**src/hw/rtl/assert_macros.svh**
```systemverilog
// Assertion macros shared by the RTL. Each takes a label and expressions on
// signals of the module that uses it; clk and rst must be in scope there.
`ifndef ASSERT_MACROS_SVH
`define ASSERT_MACROS_SVH
`ifndef SYNTH
`define ASSERT_ALWAYS(lbl, expr) \
  lbl: assert property (@(posedge clk) disable iff (rst) (expr)) \
    else $error("assertion failed");
`define ASSERT_IMPLY(lbl, ante, cons) \
  lbl: assert property (@(posedge clk) disable iff (rst) (ante) |-> (cons)) \
    else $error("assertion failed");
`else
`define ASSERT_ALWAYS(lbl, expr)
`define ASSERT_IMPLY(lbl, ante, cons)
`endif
`endif

```
**src/hw/rtl/rfp_pkg.sv**
```systemverilog
package rfp_pkg;

  // Field widths.
  localparam int unsigned CoordW = 24;
  localparam int unsigned DirW   = 25;
  localparam int unsigned SqW    = 50;
  localparam int unsigned LenW   = 25;
  localparam int unsigned UnitW  = 16;

  // Pipeline shape.
  localparam int unsigned SqrtStages = LenW;
  localparam int unsigned DivStages  = UnitW;
  localparam int unsigned FracBits   = 15;
  localparam int unsigned NumW       = DirW + FracBits;

  localparam logic [UnitW-1:0] UnitMax = 16'h7FFF;

endpackage

```
**src/hw/rtl/rfp_div.sv**
```systemverilog
// Pipelined restoring divider: (mag << 15) / len, one quotient bit per stage.
module rfp_div (
  input  logic                        clk,
  input  logic                        en,
  input  logic [rfp_pkg::DirW-1:0]    mag,
  input  logic [rfp_pkg::LenW-1:0]    len,
  output logic [rfp_pkg::UnitW-1:0]   quot,
  output logic [rfp_pkg::LenW-1:0]    len_out
);

  localparam int unsigned NW = rfp_pkg::NumW;

  logic [NW-1:0]             rem_r [rfp_pkg::DivStages];
  logic [rfp_pkg::UnitW-1:0] q_r   [rfp_pkg::DivStages];
  logic [rfp_pkg::LenW-1:0]  len_r [rfp_pkg::DivStages];

  for (genvar k = 0; k < rfp_pkg::DivStages; k++) begin : g_stage
    localparam int unsigned Sh = rfp_pkg::DivStages - 1 - k;
    logic [NW-1:0]             rem_in;
    logic [rfp_pkg::UnitW-1:0] q_in;
    logic [rfp_pkg::LenW-1:0]  len_in;
    logic [NW-1:0]             sub;
    logic                      ge;

    if (k == 0) begin : g_first
      assign rem_in = {mag, {rfp_pkg::FracBits{1'b0}}};
      assign q_in   = '0;
      assign len_in = len;
    end else begin : g_next
      assign rem_in = rem_r[k-1];
      assign q_in   = q_r[k-1];
      assign len_in = len_r[k-1];
    end

    // Compare against the divisor shifted to this quotient bit.
    always_comb begin
      sub = {{(NW-rfp_pkg::LenW){1'b0}}, len_in} << Sh;
      ge  = (rem_in >= sub);
    end

    always_ff @(posedge clk) begin
      if (en) begin
        rem_r[k] <= ge ? (rem_in - sub) : rem_in;
        q_r[k]   <= {q_in[rfp_pkg::UnitW-2:0], ge};
        len_r[k] <= len_in;
      end
    end
  end

  assign quot    = q_r[rfp_pkg::DivStages-1];
  assign len_out = len_r[rfp_pkg::DivStages-1];

endmodule

```
**config.mk**
```make
export PLATFORM = sky130hd
export DESIGN_NAME = rfp_div
export DESIGN_NICKNAME = d
export VERILOG_FILES = /design/src/hw/rtl/assert_macros.svh /design/src/hw/rtl/rfp_pkg.sv /design/src/hw/rtl/rfp_div.sv
export SDC_FILE = /design/constraint.sdc
export NUM_CORES = 2
export LEC_CHECK = 0
export BUFFER_PORTS_ARGS = -buffer_cell sky130_fd_sc_hd__buf_4
export CAP_MARGIN = 20
export CORE_ASPECT_RATIO = 1.5
export CORE_MARGIN = 5
export CORE_UTILIZATION = 58
export DETAILED_ROUTE_END_ITERATION = 16
export PLACE_DENSITY_LB_ADDON = 0.2
export SLEW_MARGIN = 15
export SYNTH_ARGS = -nofsm -noshare
export SYNTH_HDL_FRONTEND = slang
export SYNTH_SLANG_ARGS = --single-unit
```
**constraint.sdc**
```tcl
create_clock -name clk -period 2.8 [get_ports clk]
set_input_delay 0.14 -clock clk [delete_from_list [all_inputs] [get_ports clk]]
set_output_delay 0.14 -clock clk [all_outputs]
set_load 0.005 [all_outputs]
```
==> flow_summary.ini <==
[drt]
wirelength_mm = 225
vias_per_cell = 6.33
vias = 53700
avgRoutedWirePerCell_um = 26.5
drt_iter0_drc = 4834
antenna_left = 0
remaining_drc_errors = 0
firstDrtPassIters = 6

[clock_tree]
clock_latency_ps = 750
cts_buffer_depth = 3
h-tree-depth = 3
tritoncts = done
cts-root-buf = clkbuf_16
clk_pin_slew_worst_paths_ps = 80
cts_made_buffers = 97
cts.sinks = 1016

[critical_path]
cp_num_buf_inv = 3
end_kind = register
cp_data_required_time_ps = 3390
start_kind = register
slowest_delay_ps = 550
worstPathMaxFanout = 8
cp_slowest_cell = o21ai_2
reg2reg_from = rem_r[1][9]
cp_top_family = compound AO/OA/AOI/OAI gates
startpoint = rem_r[1][9]
crit_arrival_ps = 4480
cp_cell_sequence = ha_1, o21a_1, o31a_1, o21ai_2, nand2b_1, a221o_1, a31o_4, a31oi_4, buf_6, buf_12, buf_16, nand2_2, o31ai_4
critPathKind = reg -> reg

[global_route]
grt.overflow.total = 0
antenna_found_initial = 9
grt_max_degree = 105
grt_usage_pct = 34.2
grt_pass1_wl_mm = 283
grt_pass1_vias = 53900

[sta]
fin_ws_ps = -1090
slew_violations = 0
max_clock_freq_mhz = 257
post-route-period-util_pct = 139
hold_viol = 0
setup-tns-final_ps = -213170
grt_setup_unrepaired = yes
fin_worst_skew_ps = 40.4
tightest_slew_ps = 1200
setup_violations = 460
finalCriticalPeriod_ps = 3890
fin_hold_ws_ps = 125
slew_headroom_pct = 19.6

[logic_synthesis]
ys_types = 105
yosys_warnings = 0
synth-async-reset-ratio_pct = 0
synth-edff-count = 1016
synth-seq-cells = 1016
synthFlopType = edfxtp_1
syn_inst = 5383
syn_area_sq_um = 58300
ys_seq_area_share_pct = 52.4
syn_nets = 5849
syn_area_per_cell_sq_um = 10.8

[die]
start_util_pct = 58.4
design.core.area_sq_um = 99900
num_rows = 142
fp.dieH_um = 398
ioPinCount = 93
die_area_sq_um = 107000
die_w_um = 269

[outcome]
status = finished, violations left
failed_checks = negative setup slack

[final_layout]
seqCellArea_sq_um = 30500
layout_common_cells = 1437 x buf_4, 1016 x edfxtp_1, 468 x inv_1, 322 x a21oi_1, 309 x ha_1
final_nets = 7566
utilization_pct = 85.2
final_common_cell = buf_4
drive_above_1_share_pct = 41.5
fill_cells = 4565
area_growth_pct = 46.0
multiInputGateArea_sq_um = 31900

[job]
cap_violations = 0

[placement]
io_buffers = 92
place.gp.congestion = 0.947
hpwlAfterDp_mm = 124

[power_and_ir_drop]
powerDensity_nw_per_um2 = 1010
ir_worst_vdd_uv = 708
p_leak_nw = 35.6

[min_path]
hold_path.class = in -> reg
min_from = mag[2]
## state kept, by name (all words and copies together), names as in the netlist
| name | cells |
|---|---|
| len_r | 400 |
| q_r | 136 |
| rem_r | 480 |
## worst reg2reg max path, delay by kind of cell, from the launching register on
kind	cells	cell delay (ps)
buffers and inverters	3	450
adders and majority gates	1	440
and+or+nand+nor	2	370
DFF	1	480
AOI/OAI and AO/OA	7	2000
## Yosys cell counts, types with 15 or more instances
cell | number | area, sq um
a211oi_1 | 44 | 330
a21o_1 | 176 | 1320
a21oi_1 | 463 | 2320
a31o_2 | 18 | 158
a31oi_1 | 39 | 244
and2_1 | 26 | 163
and3_1 | 33 | 206
buf_2 | 36 | 180
clkbuf_1 | 95 | 357
edfxtp_1 | 1016 | 30500
fa_1 | 15 | 300
ha_1 | 399 | 4990
inv_1 | 512 | 1920
mux2_2 | 38 | 428
nand2_1 | 410 | 1540
nand2b_1 | 66 | 413
nand3_1 | 90 | 450
nand4_1 | 83 | 519
nor2_1 | 386 | 1450
nor2b_1 | 52 | 325
nor3_1 | 88 | 440
nor4_1 | 45 | 282
o211ai_1 | 21 | 158
o21a_1 | 40 | 300
o21ai_0 | 274 | 1370
o21ai_1 | 90 | 450
o21bai_1 | 46 | 345
o31ai_1 | 29 | 218
or2_2 | 22 | 138
or3_1 | 36 | 225
xnor2_1 | 220 | 1930
xor2_1 | 182 | 1590
## logic make-up (layout without fill, tap and decap cells)
logic type	after synthesis	after routing	synth area share, %
DFF	1016	1016	52.4
buffers and inverters	664	2461	4.41
AOI/OAI and AO/OA	1434	1434	15.6
and+or+nand+nor	1405	1405	11.5
adders and majority gates	414	414	9.08
other	0	6	0
xor gates and xnor gates	402	402	6.04
muxes	48	48	0.921
## where the power goes
group	internal [mW]	switching (mW)	leakage, nW	total (mW)
registers	22.0	2.87	9.82	24.8
clock network	7.38	6.38	1.51	13.8
logic	22.5	24.7	24.2	47.2
total	51.8	34.0	35.6	85.8
## path summary, 6_finish.rpt
kind	cells past startpoint	slack, ps	to
max	13	-1090	rem_r[1][49]
min	5	130	rem_r[0][17]
max reg2reg	13	-1090	rem_r[1][49]
min reg2reg	0	400	q_r[4][7]
## layout make-up
cell class,count,share of cell area (%)
Multi-Input combinational cell,3703,37.5
Antenna cell,6,0.0177
Timing Repair Buffer,1763,18.5
Sequential cell,1016,35.9
Tap cell,1296,1.91
Inverter,519,2.40
Clock inverter,61,0.808
Clock buffer,118,2.95
## timing repair
action,4_1_cts,5_1_grt
endpoints found under the hold margin,84,1
pin swaps,328,430
gates resized for setup,830,967
setup endpoints to repair,462,478
gates cloned,31,18
hold buffers,51,1
setup buffers,224,172
## metal layers
metal	routed length (um)	global-route usage, %
met2	115000	67.9
met4	33500	34.6
met1	61100	26.1
met3	15300	4.67
met5	27	0
## metrics by stage
| step | instance area (sq um) | total power, mW | cells | setup slack, ps |
|---|---|---|---|---|
| 2_1_floorplan | 58600 | 44.0 | 5383 | -192 |
| 3_3_place_gp | 70200 | 57.8 | 7869 | -1310 |
| 3_5_place_dp | 70200 | 58.9 | 7870 | -1260 |
| 4_1_cts | 80100 | 77.2 | 8333 | -559 |
| 5_1_grt | 85000 | 89.1 | 8480 | -1160 |
| 6_report | 85000 | 85.8 | 8482 | -1090 |
Power figures use the tool's default switching activity.
