## src/hw/rtl/assert_macros.svh

```systemverilog
// Assertion macros shared by the RTL. Each takes a label and expressions on
// signals of the module that uses it; clk and rst must be in scope there.
`ifndef ASSERT_MACROS_SVH
`define ASSERT_MACROS_SVH
`ifndef SYNTH
`define ASSERT_ALWAYS(lbl, expr) \
  lbl: assert property (@(posedge clk) disable iff (rst) (expr)) \
    else $error("assertion failed");
`define ASSERT_IMPLY(lbl, ante, cons) \
  lbl: assert property (@(posedge clk) disable iff (rst) (ante) |-> (cons)) \
    else $error("assertion failed");
`else
`define ASSERT_ALWAYS(lbl, expr)
`define ASSERT_IMPLY(lbl, ante, cons)
`endif
`endif

```

## src/hw/rtl/rfp_pkg.sv

```systemverilog
package rfp_pkg;

  // Field widths.
  localparam int unsigned CoordW = 24;
  localparam int unsigned DirW   = 25;
  localparam int unsigned SqW    = 50;
  localparam int unsigned LenW   = 25;
  localparam int unsigned UnitW  = 16;

  // Pipeline shape.
  localparam int unsigned SqrtStages = LenW;
  localparam int unsigned DivStages  = UnitW;
  localparam int unsigned FracBits   = 15;
  localparam int unsigned NumW       = DirW + FracBits;

  localparam logic [UnitW-1:0] UnitMax = 16'h7FFF;

endpackage

```

## src/hw/rtl/rfp_sqrt.sv

```systemverilog
// Fully pipelined floor square root, one result bit per stage.
module rfp_sqrt (
  input  logic                           clk,
  input  logic                           en,
  input  logic [rfp_pkg::SqW-1:0]        n,
  output logic [rfp_pkg::LenW-1:0]       root
);

  localparam int unsigned RemW = rfp_pkg::LenW + 3;

  logic [RemW-1:0]           rem_r  [rfp_pkg::SqrtStages];
  logic [rfp_pkg::LenW-1:0]  root_r [rfp_pkg::SqrtStages];
  logic [rfp_pkg::SqW-1:0]   n_r    [rfp_pkg::SqrtStages];

  for (genvar k = 0; k < rfp_pkg::SqrtStages; k++) begin : g_stage
    logic [RemW-1:0]          rem_in;
    logic [rfp_pkg::LenW-1:0] root_in;
    logic [rfp_pkg::SqW-1:0]  n_in;
    logic [RemW-1:0]          cat;
    logic [RemW-1:0]          trial;
    logic                     ge;

    if (k == 0) begin : g_first
      assign rem_in  = '0;
      assign root_in = '0;
      assign n_in    = n;
    end else begin : g_next
      assign rem_in  = rem_r[k-1];
      assign root_in = root_r[k-1];
      assign n_in    = n_r[k-1];
    end

    // Bring down the next two bits and try to subtract 4r+1.
    always_comb begin
      cat   = {rem_in[RemW-3:0], n_in[rfp_pkg::SqW-1 -: 2]};
      trial = {1'b0, root_in, 2'b01};
      ge    = (cat >= trial);
    end

    always_ff @(posedge clk) begin
      if (en) begin
        rem_r[k]  <= ge ? (cat - trial) : cat;
        root_r[k] <= {root_in[rfp_pkg::LenW-2:0], ge};
        n_r[k]    <= {n_in[rfp_pkg::SqW-3:0], 2'b00};
      end
    end
  end

  assign root = root_r[rfp_pkg::SqrtStages-1];

endmodule

```

## config.mk

```make
export PLATFORM = sky130hd
export DESIGN_NAME = rfp_sqrt
export DESIGN_NICKNAME = d
export VERILOG_FILES = /design/src/hw/rtl/assert_macros.svh /design/src/hw/rtl/rfp_pkg.sv /design/src/hw/rtl/rfp_sqrt.sv
export SDC_FILE = /design/constraint.sdc
export NUM_CORES = 2
export LEC_CHECK = 0
export BUFFER_PORTS_ARGS = -buffer_cell sky130_fd_sc_hd__buf_2
export CAP_MARGIN = 40
export CORE_MARGIN = 1
export CORE_UTILIZATION = 35
export CTS_BUF_LIST = sky130_fd_sc_hd__clkbuf_16
export DETAILED_ROUTE_END_ITERATION = 7
export SYNTH_ARGS = -nofsm -noshare
export SYNTH_HDL_FRONTEND = slang
export SYNTH_SLANG_ARGS = --single-unit
```

## constraint.sdc

```tcl
create_clock -name clk -period 6.4 [get_ports clk]
set_clock_uncertainty 0.1 [all_clocks]
set_input_delay 0.32 -clock clk [delete_from_list [all_inputs] [get_ports clk]]
set_output_delay 0.32 -clock clk [all_outputs]
set_load 0.05 [all_outputs]
```

==> reports/results.txt <==
TritonCTS built the clock tree. The count of port buffers added during placement works out to 76. The buffer type at the clock tree root is clkbuf_16. The initial antenna violation count is 1.

Setup repair after global routing left no endpoint under its margin. Total nets after synthesis: 5,741. For this block, the routed nets add up to 129,500 um of wire. The tools report the sequential share of the synthesized area as 65.25%. No sink is reached through more buffers than the 3 on the longest clock path.

Starting utilization of the core area: 35.26%. Final-layout worst hold slack: -28.32 ps. Summing all flip-flop and latch instances after layout gives 45,460 um^2.

The async set-reset flop share out of synthesis is 0%, and the average cell area after synthesis is 13.06 um^2. For the area of the die, the log shows 200,900 um^2. For the number of placed I/O pins, the log shows 77. Prevailing post-synth register cell: edfxtp_1. Synthesis instantiated 82 different standard cells from the library. For the routability congestion estimate, the log shows 0.8713. After detailed routing, the number of remaining DRC violations is 0. The largest area contributor in the synthesized netlist was edfxtp_1. Synthesized instance count: 5,337. The run gives 40,430 as the via count of the first global-routing pass. The run gives 0.0002332 V as the worst voltage drop across the vdd grid. The global-route total usage across every layer was 12.85%. The core utilization of the finished layout is 40.31%, and the clock latency on the worst-skew pair is 810 ps.

The mapped cell area was 69,680 um^2. Sorting the synthesized cells by how often they occur yields edfxtp_1, inv_1, nand2_1. Yosys attributes the largest share of cell area to edfxtp_1, ha_1, xnor2_1, xor2_1, o21ai_0.

The via density per instance works out to 4.861. The minimum clock period is 4180 ps, and the routed wire length per instance is 15.48 um. Headroom to the max-slew limit came out at 23.21%. At the pin with the least slew margin, the transition time is 1152 ps. The tools report the synthesis warning total as 0.

The final reports fail on negative hold slack. Of the available clock period, the critical path in the final layout requires 65.32%. Worst flop-to-flop path endpoint: rem_r[1][45].

The worst hold path begins at en. Post-CTS setup repair buffer count: 0. The die span in x came out at 448.2 um. From bottom edge to top edge, the die measures 448.2 um. Entering global routing, the biggest net connects 195 pins. Row generation in the floorplan step produced 163 rows. In this run the register-to-register setup slack is 2220 ps. Compared with the post-synthesis result, the final layout area differs by 14.31%.

The clock-pin slew reported for the worst setup and hold paths after clock tree synthesis was 60 ps. The startpoint identified for the worst register-to-register timing path is rem_r[1][8]. The critical-path maximum fanout came out at 14. Count of fill cells added during filler insertion: 18,230. Counting the buffers created by CTS gives 171. After the first detailed-routing iteration, the DRC count stood at 2,528. The tightest min-delay check is of the in -> reg type.

The final route contains 40,650 vias. The path with the worst hold slack has its endpoint at rem_r[0][80]. The tools report the multi-input gate area in the final layout as 22,270 um^2. For this design the static power due to leakage is 30.12 nW. Once detail routing completed, the nets flagged for antenna violations numbered 0. In the final layout, the share of cells above drive strength 1 is 7.704%.

Dividing total power by cell area gives a power density of 346.7 nW/um^2. The tools report the number of max-slew violations in the final report as 0. STA classifies the critical path startpoint as a flop. Setup violations remaining at the end of the flow were counted as 0. Counting cells, the worst reg-to-reg path comes to 10. Data on the critical path is required at its endpoint by 6830 ps. The flip-flop and latch count after synthesis works out to 1,514.

The first global-routing pass estimated 209,000 um of wire. After global routing the overflow that remains totals 0. For the count of max-cap constraint violations, the log shows 0. In this run the biggest area consumer among cell types represents 65.25% of the synthesized area.

The final-report hold violation count was 9. The core region is 197,600 um^2. The worst setup path is captured at a flop. The clock tree synthesis step divided the H-tree into 4 levels.

The pre-antenna-repair detailed-routing pass consisted of 7 iterations. Once detailed placement completed, the half-perimeter wirelength came to 90,180 um. Cell depth of the worst hold path: 1.

By instance count, the leading cell after synthesis is edfxtp_1. The net count reported at finish was 5,991. The flow ran to the end, but the final reports show violations. The run gives 0 as the antenna diode instance count. In the final timing run, aggregate negative setup slack is 0 ps. The TritonCTS sink count is 1,514.

The fmax came out at 239.2 MHz. STA puts the critical path data arrival time at 4620 ps. The critical setup path kind is reg -> reg. Counting flops with a built-in enable in the synthesized netlist gives 1,514.
kinds of logic (layout without fill, tap and decap cells):
logic type,Yosys count,after routing,synth area share (%)
AOI/OAI and AO/OA,1054,1054,9.328
buffers and inverters,531,918,2.877
adders and majority gates,352,352,6.321
DFF,1514,1514,65.25
muxes,35,35,0.5566
and+or+nand+nor,1368,1368,9.608
xor gates and xnor gates,482,482,6.058
other,1,1,0.005382
critical path, cell delays in order (launching register included):
cell	delay (ps)
edfxtp_1	420
or4_1	560
or2_2	310
or3_1	390
or3_1	440
nand3b_1	250
nor3_2	670
inv_2	60
nand3b_1	400
nor3_1	140
xor2_1	170
state kept, by name (all words and copies together), names as in the netlist:
name and cells:
n_r 600, rem_r 589, root_r 325
timing repair:
action	4_1_cts	5_1_grt
hold buffers	51	0
gates resized for setup	0	0
hold endpoints to repair	51	0
placed cells by master (no fill, tap or decap), types with 29 or more instances in the layout:
master / netlist / routed
nand4_1: 42 / 42
o21a_1: 61 / 61
nand2_1: 411 / 411
clkinv_1: 0 / 34
nor2_1: 311 / 311
ha_1: 352 / 352
mux2_2: 30 / 30
nor2b_1: 50 / 50
or4_1: 35 / 35
nand3_1: 79 / 79
dlygate4sd3_1: 0 / 51
nor4_1: 75 / 75
xnor2_1: 252 / 252
nor3_1: 117 / 115
inv_1: 443 / 472
clkbuf_16: 0 / 175
xor2_1: 230 / 230
or3_1: 52 / 52
clkinv_2: 0 / 31
a21oi_1: 281 / 281
buf_2: 3 / 75
o21ai_0: 335 / 335
o31ai_1: 37 / 36
edfxtp_1: 1514 / 1514
nand2b_1: 68 / 68
a21o_1: 114 / 114
a31oi_1: 29 / 29
metal layers:
metal	up-vias	wire length, um	track usage [%]
li1	20210	-	-
met1	19460	56450	15.74
met4	0	4412	5.249
met5	-	0	0
met3	284	4416	2.232
met2	700	64220	22.30
stage by stage:
step	instances	total power [mW]	hold slack [ps]	worst slack [ps]	cell area, um^2
after floorplan	5337	16.63	300.3	2937	69680
after detailed placement	8003	18.11	304.5	2233	73490
after global routing	8364	29.06	56.63	1937	79650
after global placement	8000	18.00	300.1	2300	73460
final	8364	27.62	-28.32	2220	79650
after CTS	8364	27.98	6.698	2219	79650
report_power, final:
part           total, mW  internal, mW  switching, mW
logic               4.70          2.01           2.69
registers           13.2          12.5          0.762
clock network       9.68          5.71           3.97
total               27.6          20.2           7.42
worst max path at each step:
stage          slack [ps]         start             to  depth (start not counted)
2_1_floorplan        2940  rem_r[1][67]  rem_r[1][103]                         10
3_3_place_gp         2300  rem_r[4][85]    rem_r[5][3]                         10
3_5_place_dp         2230   rem_r[1][8]   rem_r[1][45]                         10
4_1_cts              2220  rem_r[4][85]    rem_r[5][1]                         10
5_1_grt              1940  rem_r[0][96]   rem_r[1][23]                          9
6_report             2220   rem_r[1][8]   rem_r[1][45]                         10
layout make-up:
class,count,share of cell area (%)
tap,2640,4.147
clock buffer,175,5.498
multi-input combinational,3292,27.96
clock inverter,135,1.597
sequential,1514,57.08
timing repair buffer,162,1.623
inverter,446,2.102
Note: power is estimated with default switching activity, not from simulation.
